### src/hdl/lzw_encoder_12bit_defines.svh
// Assertion macros shared by the LZW encoder modules.
`ifndef LZW_ENCODER_12BIT_DEFINES_SVH
`define LZW_ENCODER_12BIT_DEFINES_SVH

`ifndef SYNTHESIS
// Check that the consequent holds in the same cycle as the antecedent.
`define LZWE_ASSERT_SAME(lbl, ante, cons) \
    lbl: assert property (@(posedge clk) disable iff (!rst_n) (ante) |-> (cons)) \
        else $error("lzwe: same-cycle check failed");
// Check that the consequent holds in the cycle after the antecedent.
`define LZWE_ASSERT_NEXT(lbl, ante, cons) \
    lbl: assert property (@(posedge clk) disable iff (!rst_n) (ante) |=> (cons)) \
        else $error("lzwe: next-cycle check failed");
`else
`define LZWE_ASSERT_SAME(lbl, ante, cons)
`define LZWE_ASSERT_NEXT(lbl, ante, cons)
`endif

`endif

### src/hdl/lzwe_pkg.sv
// Types and constants shared by the LZW encoder modules.
`timescale 1ns / 1ps

package lzwe_pkg;

    // Width of the emitted code field
    localparam int OUT_CODE_W    = 12;
    // First code handed out to a learned pair
    localparam int FIRST_LEARNED = 256;
    // Width of the stream tag kept in each hash slot
    localparam int EPOCH_W       = 8;

    typedef struct packed {
        logic [7:0] data_byte;
        logic       end_of_stream;
    } in_item_t;

    typedef struct packed {
        logic [OUT_CODE_W-1:0] code;
        logic                  last_code;
    } out_item_t;

    // Commands from the controller to the datapath
    typedef struct packed {
        logic in_ready;
        logic clear_step;
        logic probe_next;
        logic take_hit;
        logic emit_miss;
        logic emit_last;
    } ctrl_cmd_t;

    // Status from the datapath to the controller
    typedef struct packed {
        logic in_fire;
        logic prefix_valid;
        logic last;
        logic slot_live;
        logic key_match;
        logic out_free;
        logic clear_done;
        logic epoch_last;
    } dp_stat_t;

endpackage

### src/hdl/lzwe_ctrl.sv
// Controller of the LZW encoder: sequences accept, probe, emit and clear.
`timescale 1ns / 1ps
`include "lzw_encoder_12bit_defines.svh"

module lzwe_ctrl
    import lzwe_pkg::*;
(
    input  logic      clk,
    input  logic      rst_n,
    input  dp_stat_t  stat,
    output ctrl_cmd_t cmd
);

    typedef enum logic [2:0] {
        S_CLEAR,
        S_IDLE,
        S_LOOKUP,
        S_COMPARE,
        S_MISS,
        S_FINISH
    } state_t;

    state_t state_reg;
    state_t state_next;

    // Decode commands and next state
    always_comb
    begin
        cmd        = '0;
        state_next = state_reg;
        case (state_reg)
            S_CLEAR:
            begin
                cmd.clear_step = 1'b1;
                if (stat.clear_done)
                begin
                    state_next = S_IDLE;
                end
            end
            S_IDLE:
            begin
                cmd.in_ready = 1'b1;
                if (stat.in_fire)
                begin
                    state_next = stat.prefix_valid ? S_LOOKUP : S_FINISH;
                end
            end
            S_LOOKUP:
            begin
                state_next = S_COMPARE;
            end
            S_COMPARE:
            begin
                if (stat.slot_live && stat.key_match)
                begin
                    cmd.take_hit = 1'b1;
                    state_next   = S_FINISH;
                end
                else if (stat.slot_live)
                begin
                    cmd.probe_next = 1'b1;
                    state_next     = S_LOOKUP;
                end
                else
                begin
                    state_next = S_MISS;
                end
            end
            S_MISS:
            begin
                if (stat.out_free)
                begin
                    cmd.emit_miss = 1'b1;
                    state_next    = S_FINISH;
                end
            end
            S_FINISH:
            begin
                if (!stat.last)
                begin
                    state_next = S_IDLE;
                end
                else if (stat.out_free)
                begin
                    cmd.emit_last = 1'b1;
                    state_next    = stat.epoch_last ? S_CLEAR : S_IDLE;
                end
            end
            default:
            begin
                state_next = S_IDLE;
            end
        endcase
    end

    // Hold state; start with a clearing sweep of the table
    always_ff @(posedge clk or negedge rst_n)
    begin
        if (!rst_n)
        begin
            state_reg <= S_CLEAR;
        end
        else
        begin
            state_reg <= state_next;
        end
    end

    `LZWE_ASSERT_SAME(a_cmd_exclusive, 1'b1, $onehot0({cmd.in_ready, cmd.clear_step, cmd.probe_next, cmd.take_hit, cmd.emit_miss, cmd.emit_last}))
    `LZWE_ASSERT_NEXT(a_lookup_compare, state_reg == S_LOOKUP, state_reg == S_COMPARE)
    `LZWE_ASSERT_NEXT(a_wrap_clears, cmd.emit_last && stat.epoch_last, state_reg == S_CLEAR)

endmodule

### config.mk
export PLATFORM = sky130hd
export DESIGN_NAME = lzwe_ctrl
export DESIGN_NICKNAME = d
export VERILOG_FILES = /design/src/hdl/lzwe_pkg.sv /design/src/hdl/lzwe_ctrl.sv
export VERILOG_INCLUDE_DIRS = /design/src /design/src/hdl
export SDC_FILE = /design/constraint.sdc
export NUM_CORES = 1
export LEC_CHECK = 0
export ABC_AREA = 1
export BUFFER_PORTS_ARGS = -buffer_cell sky130_fd_sc_hd__buf_2
export CAP_MARGIN = 20
export CORE_AREA = 2 2 39 41
export DETAILED_ROUTE_END_ITERATION = 7
export DIE_AREA = 0 0 41 43
export PLACE_DENSITY = 0.58
export REMOVE_ABC_BUFFERS = 1
export SYNTH_ARGS = -nofsm -noshare
export SYNTH_HDL_FRONTEND = slang
export SYNTH_SLANG_ARGS = --single-unit
### constraint.sdc
create_clock -name clk -period 2.8 [get_ports clk]
set_input_delay 0.14 -clock clk [delete_from_list [all_inputs] [get_ports clk]]
set_output_delay 0.14 -clock clk [all_outputs]
set_load 0.03 [all_outputs]
==> impl_metrics.env <==
export IMPL_row_count=14
export IMPL_htreeDepth=1
export IMPL_dp_hpwl_um=668
export IMPL_syn_avg_cell_area_um2=5.66
export IMPL_crit_type="reg2out"
export IMPL_cts_buffers=3
export IMPL_ir_worst_vdd_mv=0.382
export IMPL_gp_congestion=0.831
export IMPL_crit_path_start_kind="flip-flop"
export IMPL_p_per_area_mw_per_mm2=948
export IMPL_cts_setup_buffers=0
export IMPL_tns_ns=0
export IMPL_cts_sinks=3
export IMPL_track_usage_pct=11.1
export IMPL_io_buffers=15
export IMPL_ios=16
export IMPL_dieWidth_um=41
export IMPL_drt_iter0_drc=3
export IMPL_drtPass1Iterations=4
export IMPL_antenna_left=0
export IMPL_cts_path_max_buffers=2
export IMPL_skew_ns=0.00190
export IMPL_largest_reg_flops=3
export IMPL_syn2layout_area_growth_pct=42.2
export IMPL_synthCells=55
export IMPL_crit_path_end_kind="output port"
export IMPL_initial_core_util_pct=22.5
export IMPL_min_period_over_period_pct=51.3
export IMPL_crit_path_max_fanout=7
export IMPL_final_nets=86
export IMPL_drive_above_1_share_pct=33.3
export IMPL_ys_warn_count=0
export IMPL_cts_resized=0
export IMPL_num_antenna_cells=0
export IMPL_cap_violations=0
export IMPL_r2r_setup_slack_ns=1.59
export IMPL_max_slew_worst_pin_slew_ns=0.277
export IMPL_clk_pin_slew_ns=0.04
export IMPL_grt_pass1_wl_um=1330
export IMPL_wl_per_cell_um=8.80
export IMPL_insertion_delay_ns=0.23
export IMPL_post_route_drc_count=0
export IMPL_yosys_cell_types_count=16
export IMPL_arrival_ns=1.30
export IMPL_netlist_area_um2=312
export IMPL_max_freq_mhz=696
export IMPL_drv_slew=0
export IMPL_grt_max_degree=9
export IMPL_p_leak_nw=0.271
export IMPL_vias=396
export IMPL_antenna_found_initial=0
export IMPL_rsz0062_at_grt="false"
export IMPL_overflow=0
export IMPL_hold_viol_final=0
export IMPL_max_slew_margin_pct=81.5
export IMPL_die_area_mm2=0.00176
export IMPL_required_ns=2.66
export IMPL_viasPerCell=4.35
export IMPL_ys_seq_area_share_pct=24.1
export IMPL_ys_ff_latch=3
export IMPL_fp_dieH_um=43
export IMPL_finalSetupViolCount=0
export IMPL_status="completed"
export IMPL_finalPower_mw=0.420
export IMPL_cts_tree="built"
export IMPL_fin_crit_ns=1.44
export IMPL_grt_pass1_vias=355
export IMPL_worstHoldPathType="in2async"
export IMPL_core_area_mm2=0.00138
export IMPL_clock_tree_root_cell="clkbuf_4"
export IMPL_wirelength_um=801
## per-stage QoR
step	cells	hold WS (ns)	cell area (um^2)	util (%)	setup slack [ns]
floorplan	55	-0.156	312	-	1.20
global placement	86	-0.0616	407	29.4	1.64
detailed placement	86	-0.0634	407	29.4	1.60
CTS	91	0.217	443	32.0	1.36
global route	91	0.246	443	32.0	1.29
finish	91	0.230	443	32.0	1.36
## final cells by class
cell class              instances  area (um^2)
clock buffers                   4         26.3
fillers                       170          941
inverters                      10         37.5
multi-input cells              42          199
flip-flops and latches          3         75.1
well taps                      16         20.0
repair buffers                 16         85.1
## cells by family after synthesis
kind of cell,share of synthesized area [%]
DFF,24.1
buffers and inverters,12.0
AOI/OAI and AO/OA,7.63
and+or+nand+nor,56.2
## metal layers
layer / up-vias / share of wire [%] / wire, um / GRT usage, %
met3: 0 / 3.7 / 30 / 0
met1: 174 / 44 / 352 / 13.6
li1: 216 / - / - / -
met4: 0 / 0 / 0 / 8.00
met5: - / 0 / 0 / 0
met2: 6 / 52 / 417 / 17.5
## critical path: stages (launching register included)
cell and delay (ns):
dfrtp_1 0.46, inv_2 0.15, nand3_1 0.14, nor2_1 0.11, buf_2 0.20
## where the power goes
| part | internal [mW] | leakage [nW] | total, mW | switching (mW) |
|---|---|---|---|---|
| sequential | 0.0618 | 0.0380 | 0.0910 | 0.0292 |
| combinational | 0.0834 | 0.218 | 0.255 | 0.172 |
| clock | 0.0533 | 0.0150 | 0.0735 | 0.0203 |
| total | 0.198 | 0.271 | 0.420 | 0.221 |
## worst paths after layout
path                              start            to  depth (start not counted)
max                        state_reg[1]        cmd[1]                          4
min                               rst_n  state_reg[1]                          2
max reg2reg                state_reg[1]  state_reg[0]                          7
min reg2reg                state_reg[0]  state_reg[0]                          2
max in group asynchronous         rst_n  state_reg[2]                          2
min in group clk                stat[2]  state_reg[2]                          4
## synthesized netlist by cell type
| master | count | area share (%) |
|---|---|---|
| nor2_1 | 7 | 8.4 |
| nand2_1 | 16 | 19 |
| inv_1 | 7 | 8.4 |
| inv_2 | 3 | 3.6 |
| o21ai_0 | 1 | 1.6 |
| nand3_1 | 7 | 11 |
| o2111ai_1 | 1 | 2.8 |
| nand2_2 | 1 | 2.0 |
| nor4_1 | 1 | 2.0 |
| o21ai_1 | 1 | 1.6 |
| and2_1 | 1 | 2.0 |
| nand4_1 | 2 | 4.0 |
| nor3_2 | 1 | 3.2 |
| a21oi_1 | 1 | 1.6 |
| dfrtp_1 | 3 | 24 |
| nor2_2 | 2 | 4.0 |
## cells in the final DEF, fill, tap and decap left out, types with 2 or more instances in the layout
cell      count
inv_2         3
clkbuf_4      3
inv_1         7
nand2_1      16
nand3_1       7
dfrtp_1       3
nor2_1        7
buf_2        15
nor2_2        2
nand4_1       2
## what timing repair did
item                                   4_1_cts  5_1_grt
endpoints found under the hold margin        3        0
hold buffers                                 1        0
setup endpoints to repair                    0        0
(Power assumes the default switching activity.)
